`config.mk`:
```
export PLATFORM = sky130hd
export DESIGN_NAME = pending_ack_retransmit_table_core
export DESIGN_NICKNAME = d
export VERILOG_FILES = /design/src/hdl/part_pkg.sv /design/src/hdl/part_ctrl.sv /design/src/hdl/part_dp.sv /design/src/hdl/pending_ack_retransmit_table_core.sv
export SDC_FILE = /design/constraint.sdc
export NUM_CORES = 2
export LEC_CHECK = 0
export CORE_MARGIN = 3
export CORE_UTILIZATION = 30
export CTS_BUF_LIST = sky130_fd_sc_hd__clkbuf_4 sky130_fd_sc_hd__clkbuf_8
export CTS_CLUSTER_SIZE = 40
export DETAILED_ROUTE_END_ITERATION = 12
export DONT_BUFFER_PORTS = 1
export GPL_TIMING_DRIVEN = 0
export HOLD_SLACK_MARGIN = 0.06
export SYNTH_ARGS = -nofsm -noshare
export SYNTH_HDL_FRONTEND = slang
export SYNTH_HIERARCHICAL = 1
export SYNTH_SLANG_ARGS = --single-unit
```
`constraint.sdc`:
```
create_clock -name clk -period 10 [get_ports clk]
set_input_delay 0.5 -clock clk [delete_from_list [all_inputs] [get_ports clk]]
set_output_delay 0.5 -clock clk [all_outputs]
set_load 0.01 [all_outputs]
```
`src/hdl/part_pkg.sv`:
```
// ----------------------------------------------------------------------------
// pending ack table package
// shared widths, codes, state type and controller/datapath link types
// ----------------------------------------------------------------------------
package part_pkg;

	localparam int DEPTH_DEF = 64;
	localparam int OP_W      = 2;
	localparam int ID_W      = 14;
	localparam int TAG_W     = 16;
	localparam int TIME_W    = 32;
	localparam int KIND_W    = 3;
	localparam int SLOT_W    = 6;

	localparam logic [TIME_W-1:0] TIMEOUT_RST = 32'd20000;

	typedef enum logic [OP_W-1:0] {
		OP_INSERT = 2'd0,
		OP_REMOVE = 2'd1,
		OP_QUERY  = 2'd2,
		OP_SCAN   = 2'd3
	} op_t;

	typedef enum logic [KIND_W-1:0] {
		KIND_INSERTED  = 3'd0,
		KIND_REMOVED   = 3'd1,
		KIND_NOT_FOUND = 3'd2,
		KIND_IN_USE    = 3'd3,
		KIND_FREE      = 3'd4,
		KIND_TIMED_OUT = 3'd5,
		KIND_NONE      = 3'd6
	} kind_t;

	typedef enum logic [1:0] {
		ST_IDLE,
		ST_INSERT,
		ST_WALK,
		ST_FINISH
	} state_t;

	// commands from controller to datapath
	typedef struct packed {
		logic accept;
		logic insert;
		logic walk;
		logic finish;
	} ctrl_cmd_t;

	// status from datapath to controller
	typedef struct packed {
		logic walk_done;
		logic push_ok;
	} dp_sts_t;

endpackage

```
`src/hdl/part_ctrl.sv`:
```
// ----------------------------------------------------------------------------
// pending ack table controller
// sequences insert, table walk and final result push for one item at a time
// ----------------------------------------------------------------------------
module part_ctrl (
	input  logic                       clk,
	input  logic                       arst_n,
	input  logic                       in_valid,
	output logic                       in_ready,
	input  logic [part_pkg::OP_W-1:0]  operation,
	input  part_pkg::dp_sts_t          sts,
	output part_pkg::ctrl_cmd_t        cmd
);
	import part_pkg::*;

	state_t state_q;
	state_t state_nxt;

	// state register
	always_ff @(posedge clk or negedge arst_n) begin
		if (!arst_n) begin
			state_q <= ST_IDLE;
		end else begin
			state_q <= state_nxt;
		end
	end

	// next state and commands
	always_comb begin
		state_nxt  = state_q;
		in_ready   = 1'b0;
		cmd        = '0;
		case (state_q)
			ST_IDLE: begin
				in_ready = 1'b1;
				if (in_valid) begin
					cmd.accept = 1'b1;
					state_nxt  = (op_t'(operation) == OP_INSERT) ? ST_INSERT : ST_WALK;
				end
			end
			ST_INSERT: begin
				cmd.insert = 1'b1;
				state_nxt  = ST_FINISH;
			end
			ST_WALK: begin
				cmd.walk = 1'b1;
				if (sts.walk_done) begin
					state_nxt = ST_FINISH;
				end
			end
			ST_FINISH: begin
				cmd.finish = 1'b1;
				if (sts.push_ok) begin
					state_nxt = ST_IDLE;
				end
			end
			default: begin
				state_nxt = ST_IDLE;
			end
		endcase
	end

endmodule

```
`src/hdl/part_dp.sv`:
```
// ----------------------------------------------------------------------------
// pending ack table datapath
// slot memories, one-slot-per-cycle walk unless a scan stall holds it, pending scan hit and output register
// ----------------------------------------------------------------------------
module part_dp #(
	parameter int DEPTH = part_pkg::DEPTH_DEF
) (
	input  logic                          clk,
	input  logic                          arst_n,
	input  part_pkg::ctrl_cmd_t           cmd,
	output part_pkg::dp_sts_t             sts,
	input  logic                          cfg_valid,
	input  logic [part_pkg::TIME_W-1:0]   cfg_data,
	input  logic [part_pkg::OP_W-1:0]     operation,
	input  logic [part_pkg::ID_W-1:0]     message_id,
	input  logic [part_pkg::TAG_W-1:0]    payload_tag,
	input  logic [part_pkg::TIME_W-1:0]   now_ms,
	output logic                          out_valid,
	input  logic                          out_ready,
	output logic [part_pkg::KIND_W-1:0]   result_kind,
	output logic [part_pkg::SLOT_W-1:0]   slot,
	output logic [part_pkg::ID_W-1:0]     found_id,
	output logic [part_pkg::TAG_W-1:0]    found_tag,
	output logic                          last
);
	import part_pkg::*;

	localparam int AW = (DEPTH > 1) ? $clog2(DEPTH) : 1;

	// slot memories
	logic [ID_W-1:0]   id_mem  [DEPTH];
	logic [TAG_W-1:0]  tag_mem [DEPTH];
	logic [TIME_W-1:0] tm_mem  [DEPTH];
	logic [DEPTH-1:0]  id_vld_q;
	logic [DEPTH-1:0]  tm_vld_q;

	logic [TIME_W-1:0] timeout_q;
	logic [AW-1:0]     wp_q;
	logic [AW-1:0]     ins_slot_q;

	// latched item
	op_t               op_q;
	logic [ID_W-1:0]   id_q;
	logic [TAG_W-1:0]  tag_q;
	logic [TIME_W-1:0] now_q;

	// walk state
	logic [AW-1:0]     rd_addr_q;
	logic              rd_done_q;
	logic              vld_s1;
	logic [AW-1:0]     slot_s1;
	logic [ID_W-1:0]   id_s1;
	logic [TAG_W-1:0]  tag_s1;
	logic [TIME_W-1:0] tm_s1;
	logic              idv_s1;
	logic              tmv_s1;

	// search result and pending scan hit
	logic              hit_q;
	logic [AW-1:0]     first_q;
	logic              pend_vld_q;
	logic [AW-1:0]     pend_slot_q;
	logic [ID_W-1:0]   pend_id_q;
	logic [TAG_W-1:0]  pend_tag_q;

	// output register
	logic              out_vld_q;
	logic [KIND_W-1:0] kind_q;
	logic [SLOT_W-1:0] slot_q;
	logic [ID_W-1:0]   fid_q;
	logic [TAG_W-1:0]  ftag_q;
	logic              last_q;

	logic              push_ok;
	logic              stall;
	logic              adv;
	logic              rd_en;
	logic              eval;
	logic [ID_W-1:0]   eid;
	logic [TIME_W-1:0] etime;
	logic [TIME_W-1:0] age;
	logic              match;
	logic              timed;
	logic              scan_hit;
	logic              scan_push;
	logic              final_push;
	logic [KIND_W-1:0] fin_kind;
	logic [SLOT_W-1:0] fin_slot;
	logic [ID_W-1:0]   fin_id;
	logic [TAG_W-1:0]  fin_tag;

	// slot evaluation on the registered read data
	always_comb begin
		eid      = idv_s1 ? id_s1 : '0;
		etime    = tmv_s1 ? tm_s1 : '0;
		age      = now_q - etime;
		match    = (id_q != '0) && (eid == id_q);
		timed    = (eid != '0) && (etime != '0) && (age > timeout_q);
		scan_hit = vld_s1 && (op_q == OP_SCAN) && timed;
	end

	// walk advance and stall
	assign push_ok    = !out_vld_q || out_ready;
	assign stall      = cmd.walk && scan_hit && pend_vld_q && !push_ok;
	assign adv        = cmd.walk && !stall;
	assign rd_en      = adv && !rd_done_q;
	assign eval       = adv && vld_s1;
	assign scan_push  = eval && scan_hit && pend_vld_q;
	assign final_push = cmd.finish && push_ok;

	assign sts.walk_done = rd_done_q && !vld_s1;
	assign sts.push_ok   = push_ok;

	// final result of the item
	always_comb begin
		fin_kind = KIND_NONE;
		fin_slot = '0;
		fin_id   = id_q;
		fin_tag  = '0;
		case (op_q)
			OP_INSERT: begin
				fin_kind = KIND_INSERTED;
				fin_slot = SLOT_W'(ins_slot_q);
				fin_tag  = tag_q;
			end
			OP_REMOVE: begin
				fin_kind = hit_q ? KIND_REMOVED : KIND_NOT_FOUND;
				fin_slot = SLOT_W'(first_q);
			end
			OP_QUERY: begin
				fin_kind = hit_q ? KIND_IN_USE : KIND_FREE;
				fin_slot = SLOT_W'(first_q);
			end
			OP_SCAN: begin
				if (pend_vld_q) begin
					fin_kind = KIND_TIMED_OUT;
					fin_slot = SLOT_W'(pend_slot_q);
					fin_id   = pend_id_q;
					fin_tag  = pend_tag_q;
				end else begin
					fin_kind = KIND_NONE;
					fin_id   = '0;
				end
			end
			default: begin
				fin_kind = KIND_NONE;
			end
		endcase
	end

	// timeout register
	always_ff @(posedge clk or negedge arst_n) begin
		if (!arst_n) begin
			timeout_q <= TIMEOUT_RST;
		end else if (cfg_valid) begin
			timeout_q <= cfg_data;
		end
	end

	// item capture
	always_ff @(posedge clk) begin
		if (cmd.accept) begin
			op_q  <= op_t'(operation);
			id_q  <= message_id;
			tag_q <= payload_tag;
			now_q <= now_ms;
		end
		if (cmd.insert) begin
			ins_slot_q <= wp_q;
		end
	end

	// memory write and registered read
	always_ff @(posedge clk) begin
		if (cmd.insert) begin
			id_mem[wp_q]  <= id_q;
			tag_mem[wp_q] <= tag_q;
			tm_mem[wp_q]  <= now_q;
		end
		if (rd_en) begin
			id_s1   <= id_mem[rd_addr_q];
			tag_s1  <= tag_mem[rd_addr_q];
			tm_s1   <= tm_mem[rd_addr_q];
			idv_s1  <= id_vld_q[rd_addr_q];
			tmv_s1  <= tm_vld_q[rd_addr_q];
			slot_s1 <= rd_addr_q;
		end
	end

	// entry valid bits and write pointer
	always_ff @(posedge clk or negedge arst_n) begin
		if (!arst_n) begin
			id_vld_q <= '0;
			tm_vld_q <= '0;
			wp_q     <= '0;
		end else begin
			if (cmd.insert) begin
				id_vld_q[wp_q] <= 1'b1;
				tm_vld_q[wp_q] <= 1'b1;
				wp_q <= (wp_q == AW'(DEPTH - 1)) ? '0 : wp_q + AW'(1);
			end
			if (eval && (op_q == OP_REMOVE) && match) begin
				id_vld_q[slot_s1] <= 1'b0;
			end
		end
	end

	// walk counter and search state
	always_ff @(posedge clk or negedge arst_n) begin
		if (!arst_n) begin
			rd_addr_q  <= '0;
			rd_done_q  <= 1'b0;
			vld_s1     <= 1'b0;
			hit_q      <= 1'b0;
			first_q    <= '0;
			pend_vld_q <= 1'b0;
		end else if (cmd.accept) begin
			rd_addr_q  <= '0;
			rd_done_q  <= 1'b0;
			vld_s1     <= 1'b0;
			hit_q      <= 1'b0;
			first_q    <= '0;
			pend_vld_q <= 1'b0;
		end else if (adv) begin
			vld_s1 <= !rd_done_q;
			if (!rd_done_q) begin
				rd_addr_q <= rd_addr_q + AW'(1);
				if (rd_addr_q == AW'(DEPTH - 1)) begin
					rd_done_q <= 1'b1;
				end
			end
			if (eval && (op_q != OP_SCAN) && match) begin
				hit_q <= 1'b1;
				if (!hit_q) begin
					first_q <= slot_s1;
				end
			end
			if (eval && scan_hit) begin
				pend_vld_q <= 1'b1;
			end
		end
	end

	// pending scan hit payload
	always_ff @(posedge clk) begin
		if (eval && scan_hit) begin
			pend_slot_q <= slot_s1;
			pend_id_q   <= eid;
			pend_tag_q  <= tag_s1;
		end
	end

	// output register control
	always_ff @(posedge clk or negedge arst_n) begin
		if (!arst_n) begin
			out_vld_q <= 1'b0;
		end else if (scan_push || final_push) begin
			out_vld_q <= 1'b1;
		end else if (out_ready) begin
			out_vld_q <= 1'b0;
		end
	end

	// output register payload
	always_ff @(posedge clk) begin
		if (scan_push) begin
			kind_q <= KIND_TIMED_OUT;
			slot_q <= SLOT_W'(pend_slot_q);
			fid_q  <= pend_id_q;
			ftag_q <= pend_tag_q;
			last_q <= 1'b0;
		end else if (final_push) begin
			kind_q <= fin_kind;
			slot_q <= fin_slot;
			fid_q  <= fin_id;
			ftag_q <= fin_tag;
			last_q <= 1'b1;
		end
	end

	assign out_valid   = out_vld_q;
	assign result_kind = kind_q;
	assign slot        = slot_q;
	assign found_id    = fid_q;
	assign found_tag   = ftag_q;
	assign last        = last_q;

endmodule

```
`src/hdl/pending_ack_retransmit_table_core.sv`:
```
// ----------------------------------------------------------------------------
// pending ack retransmit table core
// table of unacknowledged messages with insert, remove, query and timeout scan
// ----------------------------------------------------------------------------
// usage
//   in channel (in_valid/in_ready) takes one item: operation, message_id,
//   payload_tag, now_ms. out channel (out_valid/out_ready) gives result items;
//   the final result of an item has last set. cfg channel writes timeout_ms.
// sequencing
//   insert passes through ST_INSERT and ST_FINISH; its result enters the
//   output register in ST_FINISH once that register is free. remove, query
//   and scan walk every slot through a single memory read port, one slot
//   per cycle while the walk is not stalled, then push the final result.
//   a new item can be accepted in the cycle after the previous final
//   result is pushed to the output register, even if it is not yet taken.
// stalls
//   a scan holds one timed out hit aside; when the next hit arrives and the
//   output register is still full, the walk halts until out_ready frees it.
// reset
//   arst_n clears all slots to empty, the write pointer to zero and the
//   timeout to 20000 ms at once; no clearing pass is needed.
// ----------------------------------------------------------------------------
module pending_ack_retransmit_table_core #(
	parameter int DEPTH = part_pkg::DEPTH_DEF
) (
	input  logic                          clk,
	input  logic                          arst_n,
	input  logic                          cfg_valid,
	output logic                          cfg_ready,
	input  logic [part_pkg::TIME_W-1:0]   cfg_data,
	input  logic                          in_valid,
	output logic                          in_ready,
	input  logic [part_pkg::OP_W-1:0]     operation,
	input  logic [part_pkg::ID_W-1:0]     message_id,
	input  logic [part_pkg::TAG_W-1:0]    payload_tag,
	input  logic [part_pkg::TIME_W-1:0]   now_ms,
	output logic                          out_valid,
	input  logic                          out_ready,
	output logic [part_pkg::KIND_W-1:0]   result_kind,
	output logic [part_pkg::SLOT_W-1:0]   slot,
	output logic [part_pkg::ID_W-1:0]     found_id,
	output logic [part_pkg::TAG_W-1:0]    found_tag,
	output logic                          last
);
	import part_pkg::*;

	ctrl_cmd_t cmd;
	dp_sts_t   sts;

	// register writes are always taken
	assign cfg_ready = 1'b1;

	// controller
	part_ctrl u_ctrl (
		.clk       (clk),
		.arst_n    (arst_n),
		.in_valid  (in_valid),
		.in_ready  (in_ready),
		.operation (operation),
		.sts       (sts),
		.cmd       (cmd)
	);

	// datapath
	part_dp #(
		.DEPTH (DEPTH)
	) u_dp (
		.clk         (clk),
		.arst_n      (arst_n),
		.cmd         (cmd),
		.sts         (sts),
		.cfg_valid   (cfg_valid),
		.cfg_data    (cfg_data),
		.operation   (operation),
		.message_id  (message_id),
		.payload_tag (payload_tag),
		.now_ms      (now_ms),
		.out_valid   (out_valid),
		.out_ready   (out_ready),
		.result_kind (result_kind),
		.slot        (slot),
		.found_id    (found_id),
		.found_tag   (found_tag),
		.last        (last)
	);

endmodule

```
Word level (Yosys, flattened, before mapping)

Memory sizes are Yosys's and may differ from the RTL's. A register that Yosys moved wholly into a read port is not among the register bits.
Cells that the tools add are included.

Add/subtract/negate cells: 3
Order comparisons: 6
Equality and inequality tests: 15
Muxes and demuxes: 63
Bitwise operators: 4
Reduce and logical (&&, ||, !) cells: 45

Operator list:

| cell                                                                                 | count |
|---|---|
| 64-bit two-way mux                                                                   | 2 |
| 64-bit bitwise OR                                                                    | 2 |
| 14-bit two-way mux                                                                   | 5 |
| 6-bit two-way mux                                                                    | 11 |
| 64-bit AND                                                                           | 1 |
| 64-bit NOT                                                                           | 1 |
| 16-bit two-way mux                                                                   | 3 |
| 32-bit greater-than comparator                                                       | 1 |
| 32-bit two-way mux                                                                   | 1 |
| 16-bit case mux with 2 select lines                                                  | 1 |
| 32-bit nonzero test                                                                  | 1 |
| 32-bit subtractor                                                                    | 1 |
| 14-bit nonzero test                                                                  | 2 |
| 1-bit two-way mux                                                                    | 26 |
| 1-bit logical AND                                                                    | 21 |
| 6-bit by 7-bit < comparator with 1-bit output (second input constant)                | 3 |
| 6-bit case mux with 3 select lines                                                   | 1 |
| 14-bit equality test                                                                 | 1 |
| 6-bit by 1-bit adder with 6-bit output (second input constant)                       | 2 |
| 1-bit binary-select mux with 6-bit select                                            | 2 |
| 1-bit demux with 6-bit select                                                        | 2 |
| 6-bit equality test (second input constant)                                          | 2 |
| 6-bit by 1-bit greater-or-equal comparator with 1-bit output (second input constant) | 2 |
| 2-bit two-way mux                                                                    | 6 |
| other kinds (14)                                                                     | 36 |

Register bits: 339
RAM bits: 3968
Memories kept: 3

Memory list:

| name         | words | width | read ports | clocked after memory_dff | wr ports | RTL line      | RTL |
|---|---|---|---|---|---|---|---|
| u_dp.tm_mem  | 64    | 32    | 1          | 1                        | 1        | part_dp.sv:33 | `logic [TIME_W-1:0] tm_mem [DEPTH];` |
| u_dp.tag_mem | 64    | 16    | 1          | 1                        | 1        | part_dp.sv:32 | `logic [TAG_W-1:0] tag_mem [DEPTH];` |
| u_dp.id_mem  | 64    | 14    | 1          | 1                        | 1        | part_dp.sv:31 | `logic [ID_W-1:0] id_mem [DEPTH];` |

Logic depth before layout (Yosys ltp)

Word-level depth: 16
Depth in mapped cells: 23
Depth with buffers taken out: 21

Cells and area by module

Netlist, hierarchy kept.

By module, submodules not included:

| module                            | times used | cells each | area each (um^2) | sequential area each (um^2) |
|---|---|---|---|---|
| part_dp                           | 1          | 7033       | 167891.0         | 130186.1 |
| part_ctrl                         | 1          | 19         | 180.2            | 50.0 |
| pending_ack_retransmit_table_core | 1          | 2          | 11.3             | 0.0 |

Least setup slack after synthesis

Ideal clock, no wire load.

Path kind: register to register
Start: register u_dp.now_q[4]
End: register u_dp.rd_addr_q[2]
Library setup time: 0.078 ns
Arrival time: 7.921 ns
Setup slack: 2.001 ns
Stages on the path, launching flop included: 19
Buffers on the path: 0
Path through: edfxtp_1 > ha_1 > a21o_1 > or3_1 > o221ai_1 > nor2_1 > a211oi_1 > o21ai_1 > a31oi_1 > xnor2_1 > ha_1 > a21o_1 > a21o_1 > a21oi_1 > o22ai_1 > o2111ai_1 > nand3_1 > nor2_1 > a31o_2

Word-level cells in the longest chain between the ends: 11

RTL lines:

| element                              | RTL line       | RTL |
|---|---|---|
| start: declaration                   | part_dp.sv:45  | `logic [TIME_W-1:0] now_q;` |
| start signal: assignment             | part_dp.sv:166 | `now_q <= now_ms;` |
| 32-bit subtractor                    | part_dp.sv:96  | `age = now_q - etime;` |
| 32-bit greater-than comparator       | part_dp.sv:98  | `timed = (eid != '0) && (etime != '0) && (age > timeout_q);` |
| 1-bit logical AND                    | part_dp.sv:98  |  |
| 1-bit logical AND                    | part_dp.sv:99  | `scan_hit = vld_s1 && (op_q == OP_SCAN) && timed;` |
| 1-bit logical AND (3 in series)      | part_dp.sv:104 | `assign stall = cmd.walk && scan_hit && pend_vld_q && !push_ok;` |
| 1-bit logical NOT                    | part_dp.sv:105 | `assign adv = cmd.walk && !stall;` |
| 1-bit logical AND                    | part_dp.sv:105 |  |
| 2-bit nonzero test (no source line)  | --             |  |
| 2-bit AND reduction (no source line) | --             |  |
| end signal: assignment               | part_dp.sv:227 | `rd_addr_q <= rd_addr_q + AW'(1);` |
| end: declaration                     | part_dp.sv:48  | `logic [AW-1:0] rd_addr_q;` |

Every way passes these cells.
A chain may end at the register's enable or synchronous reset.

Final worst setup path

Start: register u_dp.tmv_s1
End: register u_dp.ftag_q[14], in the netlist u_dp/found_tag[14], data pin

Word-level cells in the longest chain between the ends: 14

RTL lines:

| element                                                             | RTL line                     | RTL |
|---|---|---|
| start: declaration                                                  | part_dp.sv:56                | `logic tmv_s1;` |
| start signal: assignment                                            | part_dp.sv:185               | `tmv_s1 <= tm_vld_q[rd_addr_q];` |
| 32-bit two-way mux (*)                                              | part_dp.sv:95                | `etime = tmv_s1 ? tm_s1 : '0;` |
| 32-bit subtractor or 32-bit nonzero test (tied branches)            | part_dp.sv:96, part_dp.sv:98 |  |
| 32-bit greater-than comparator or 1-bit logical AND (tied branches) | part_dp.sv:98                |  |
| 1-bit logical AND (*)                                               | part_dp.sv:98                |  |
| 1-bit logical AND (*)                                               | part_dp.sv:99                |  |
| 1-bit logical AND (3 in series)                                     | part_dp.sv:104               |  |
| 1-bit logical NOT                                                   | part_dp.sv:105               |  |
| 1-bit logical AND                                                   | part_dp.sv:105               |  |
| 1-bit logical AND                                                   | part_dp.sv:107               | `assign eval = adv && vld_s1;` |
| 1-bit logical AND (*) (2 in series)                                 | part_dp.sv:108               | `assign scan_push = eval && scan_hit && pend_vld_q;` |
| 16-bit two-way mux (*)                                              | part_dp.sv:266               | `if (scan_push) begin` |
| end signal: assignment                                              | part_dp.sv:270               | `ftag_q <= pend_tag_q;` |
| end signal: assignment                                              | part_dp.sv:276               | `ftag_q <= fin_tag;` |
| end: declaration                                                    | part_dp.sv:71                | `logic [TAG_W-1:0] ftag_q;` |

Mark *: on every way between the ends. The rest lies on a longest branch, timed or not.

==> impl_table.tex <==
\begin{tabular}{lr}
\hline
Metric & Value \\
\hline
\multicolumn{2}{l}{\textbf{Timing}} \\
\quad Worst rel slew slack & 1.93\% \\
\quad Highest Clock Rate & 0.103 GHz \\
\quad Worst-Margin Slew & 1.47 ns \\
\quad Final slew viol count & 0 \\
\quad Total of endpoints with negative setup slack in the final report & 0 \\
\quad Fin crit share & 96.8\% \\
\quad Clock tree skew after final layout & 0.0708 ns \\
\quad Setup repair after global routing missed its margin & no \\
\quad Number of failing hold endpoints at the final stage & 0 \\
\quad Post-Route Setup TNS & 0 ns \\
\quad Smallest hold slack & 0.261 ns \\
\quad Min cycle time layout & 9.68 ns \\
\multicolumn{2}{l}{\textbf{Drt}} \\
\quad Via count & 83,800 \\
\quad DR pass1 iterations & 10 \\
\quad DRT antenna net count & 0 \\
\quad Routed via count divided by cell count & 5.14 \\
\quad Initial drt markers & 11,100 \\
\quad DRC viols & 0 \\
\quad Routed wirelength normalized by instance count & 29.9 um \\
\quad Routed wire length & 487 mm \\
\multicolumn{2}{l}{\textbf{Global routing}} \\
\quad Pin count of the biggest net entering global routing & 176 \\
\quad Total global routing overflow & 0 \\
\quad GRT Overall Usage & 16.7\% \\
\quad Number of global-route vias before repair & 86,100 \\
\quad Antenna violations before repair & 37 \\
\quad Global-route wire length before repair & 674 mm \\
\multicolumn{2}{l}{\textbf{Pwr}} \\
\quad Logic pwr share & 25.7\% \\
\quad Sequential fraction of design power & 44.1\% \\
\quad Sw Pwr & 0.0146 W \\
\quad Power Density & 245 nW/um2 \\
\quad Internal Pwr Total & 0.0346 W \\
\quad Switching part of the total power & 29.7\% \\
\quad Leakage power of the design & 62.4 nW \\
\quad Maximum VDD drop & 0.165 mV \\
\quad Clock Power Share & 30.2\% \\
\multicolumn{2}{l}{\textbf{Die}} \\
\quad Die W & 755 um \\
\quad Core box area & 557,000 um2 \\
\quad Placement row count & 274 \\
\quad Starting Density & 30.2\% \\
\quad Total Die Area & 569,000 um2 \\
\quad Die Span Y & 755 um \\
\quad Top-Level Pins & 144 \\
\multicolumn{2}{l}{\textbf{CTS}} \\
\quad TritonCTS Buffers & 666 \\
\quad CTS tree & yes \\
\quad CTS sink cnt & 4,369 \\
\quad CTS root buf & sky130\_fd\_sc\_hd\_\_clkbuf\_8 \\
\quad Number of gates given a new drive strength after cts & 0 \\
\quad Buffer levels on the longest clock path & 4 \\
\quad Clock latency on the worst-skew pair & 1.24 ns \\
\quad Total number of H-tree levels & 6 \\
\quad Clock edge transition at the registers on the reported setup and hold paths & 0.06 ns \\
\multicolumn{2}{l}{\textbf{Setup path}} \\
\quad Reg-to-reg critical path endpoint & u\_dp/found\_tag[14]\$\_DFFE\_PP\_ \\
\quad Top fanout value on the critical path & 10 \\
\quad Capturing element of the worst setup path & u\_dp/found\_tag[14]\$\_DFFE\_PP\_ \\
\quad Category of the worst setup path capture point & register \\
\quad Worst reg2reg path depth & 21 \\
\quad Data arrival time of the critical path & 10.53 ns \\
\quad First element of the critical path & u\_dp/tmv\_s1\$\_DFFE\_PP\_ \\
\quad Critical path required time & 10.85 ns \\
\quad Type of element launching the critical path & register \\
\quad Start of the worst register-to-register path & u\_dp/tmv\_s1\$\_DFFE\_PP\_ \\
\quad Setup CP Type & register to register \\
\quad Internal reg-to-reg setup slack & 0.32 ns \\
\multicolumn{2}{l}{\textbf{Cells and area}} \\
\quad Sequential Area & 130,000 um2 \\
\quad Final cell utilization of the core & 36.1\% \\
\quad P\&R area growth vs syn & 19.7\% \\
\quad Total non-filler cell area in the finished layout & 201,000 um2 \\
\quad Final Net Count & 8,460 \\
\quad Ratio of cells with drive above 1 in the final layout & 34.2\% \\
\quad Fillers & 50,300 \\
\quad Multi-input logic area & 36,700 um2 \\
\multicolumn{2}{l}{\textbf{Logic synthesis}} \\
\quad Unique masters post-synth & 70 \\
\quad Synth area leaders & sky130\_fd\_sc\_hd\_\_edfxtp\_1, sky130\_fd\_sc\_hd\_\_mux4\_2, sky130\_fd\_sc\_hd\_\_dfrtp\_1, sky130\_fd\_sc\_hd\_\_ha\_1, sky130\_fd\_sc\_hd\_\_clkbuf\_1 \\
\quad Top\_reg\_cell synth & sky130\_fd\_sc\_hd\_\_edfxtp\_1 \\
\quad Number of instances in the synthesized netlist & 7,054 \\
\quad Cell type with the largest total area after synthesis & sky130\_fd\_sc\_hd\_\_edfxtp\_1 \\
\quad Yosys warns & 6 \\
\quad Synth async-reset ratio & 4.23\% \\
\quad Synthesized net count & 7,231 \\
\quad Number of flops mapped to enable cells by yosys & 4,180 \\
\quad Area fraction of the dominant cell type after synthesis & 74.7\% \\
\quad Flop and latch count out of synthesis & 4,369 \\
\quad Post-synthesis cell area & 168,000 um2 \\
\quad Average cell area after synthesis & 23.8 um2 \\
\quad Seq/Total Area, Yosys & 77.5\% \\
\multicolumn{2}{l}{\textbf{Job}} \\
\quad Number of maximum-capacitance violations & 0 \\
\multicolumn{2}{l}{\textbf{Hold path}} \\
\quad Worst Hold Path Cells & 4 \\
\quad Hold Crit Class & primary input to register \\
\multicolumn{2}{l}{\textbf{Run status}} \\
\quad Outcome & complete, no violations \\
\multicolumn{2}{l}{\textbf{Place}} \\
\quad Number of port buffers & 0 \\
\quad GPL Wtd Cong & 0.816 \\
\quad Post-placement cell area & 186,000 um2 \\
\quad Detailed placement HPWL & 342 mm \\
\hline
\end{tabular}
==> cell usage after synthesis (all sizes together), types with 22 or more instances <==
cell and number:
o21ai 59, nand2 98, edfxtp 4180, clkbuf 205
mux4 1344, xnor2 23, dfrtp 180, ha 75
buf 143, a21o 23, nor2 183, o2bb2ai 22
and2 23, nand3 22, or2 67, a21oi 100
inv 55
==> cell type report <==
class	count	share of cell area [%]
Antenna cell	30	0.0373
Buffer	348	0.757
Clock buffer	883	5.42
Clock inverter	304	1.16
Inverter	55	0.103
Multi-Input combinational cell	2282	18.2
Sequential cell	4369	64.8
Tap cell	7452	4.64
Timing Repair Buffer	561	4.90
==> cells in the final DEF, fill, tap and decap left out, types with 134 or more instances in the layout <==
cell | Yosys | routed
sky130_fd_sc_hd__clkinv_1 | 0 | 158
sky130_fd_sc_hd__dlygate4sd3_1 | 0 | 228
sky130_fd_sc_hd__clkbuf_4 | 0 | 200
sky130_fd_sc_hd__clkbuf_1 | 205 | 179
sky130_fd_sc_hd__edfxtp_1 | 4180 | 4180
sky130_fd_sc_hd__buf_12 | 0 | 184
sky130_fd_sc_hd__mux4_2 | 1344 | 1344
sky130_fd_sc_hd__buf_16 | 0 | 134
sky130_fd_sc_hd__dfrtp_1 | 180 | 180
sky130_fd_sc_hd__clkbuf_8 | 0 | 683
==> how the worst min path moves through the flow <==
stage	from	end	slack (ns)
after CTS	in_valid	u_ctrl/state_q[0]$_DFFE_PN0P_	0.16
after global routing	in_valid	u_ctrl/state_q[0]$_DFFE_PN0P_	0.23
after detailed placement	arst_n	u_dp/tm_vld_q[4]$_DFFE_PN0P_	0.27
after floorplan	arst_n	u_ctrl/state_q[0]$_DFFE_PN0P_	0.20
after global placement	arst_n	u_dp/tm_vld_q[4]$_DFFE_PN0P_	0.26
final	in_valid	u_ctrl/state_q[0]$_DFFE_PN0P_	0.26
==> power by group through the flow <==
stage	registers (W)	logic [W]	clock network, W
2_1_floorplan	0.0221	0.00750	0
3_3_place_gp	0.0226	0.0115	0
3_5_place_dp	0.0221	0.0127	0
4_1_cts	0.0217	0.0128	0.0152
5_1_grt	0.0218	0.0132	0.0160
6_report	0.0217	0.0126	0.0149
==> state kept, by name, summed over array words and instances (netlist names), 32 cells and up <==
name            flops
u_dp/tm_mem      2048
u_dp/tag_mem     1024
u_dp/id_mem       896
u_dp/id_vld_q      64
u_dp/tm_vld_q      64
u_dp/now_q         32
u_dp/timeout_q     32
u_dp/tm_s1         32
==> worst max-delay path: stages, from the launching register on <==
cell and delay, ns:
sky130_fd_sc_hd__edfxtp_1 0.88, sky130_fd_sc_hd__clkbuf_1 0.49, sky130_fd_sc_hd__nand2_1 0.12, sky130_fd_sc_hd__ha_1 0.42, sky130_fd_sc_hd__a211o_1 0.36, sky130_fd_sc_hd__a2111oi_0 0.73
sky130_fd_sc_hd__o31ai_1 0.20, sky130_fd_sc_hd__nand2_1 0.12, sky130_fd_sc_hd__o211ai_1 0.20, sky130_fd_sc_hd__a311oi_1 0.37, sky130_fd_sc_hd__o21bai_1 0.14, sky130_fd_sc_hd__xor2_1 0.17
sky130_fd_sc_hd__ha_1 0.30, sky130_fd_sc_hd__nand4_1 0.23, sky130_fd_sc_hd__or3_1 0.42, sky130_fd_sc_hd__o22ai_1 0.91, sky130_fd_sc_hd__o211a_1 0.35, sky130_fd_sc_hd__nor2_1 0.11
sky130_fd_sc_hd__nor2b_1 0.14, sky130_fd_sc_hd__clkbuf_1 1.03, sky130_fd_sc_hd__clkbuf_1 0.98, sky130_fd_sc_hd__o2bb2ai_1 0.58
==> metrics by stage <==
stage                     setup WS, ns  power, W  cells
after CTS                        0.764    0.0497  16300
after floorplan                   2.00    0.0296   7054
after global routing             0.451    0.0510  16300
after global placement           -3.93    0.0341  14500
after detailed placement         0.792    0.0348  14800
final                            0.320    0.0493  16300
==> cells by family after synthesis <==
logic type	Yosys count	share of synthesized area [%]
muxes	1357	18.1
xor gates and xnor gates	37	0.193
adders and majority gates	76	0.570
and+or+nand+nor	499	1.44
buffers and inverters	403	1.01
other	1	0.00223
AOI/OAI and AO/OA	312	1.21
DFF	4369	77.5
==> layer usage <==
metal / up-vias / track usage [%] / wire [um]
li1: 32900 / - / -
met1: 45300 / 21.4 / 185000
met2: 4591 / 27.8 / 238000
met3: 991 / 3.41 / 42500
met4: 8 / 6.46 / 20600
met5: - / 0 / 55
==> repair_timing <==
item / CTS / global route
hold endpoints to repair: 333 / 0
hold buffers: 229 / 0
setup buffers: 0 / 0
(Power assumes the default switching activity.)
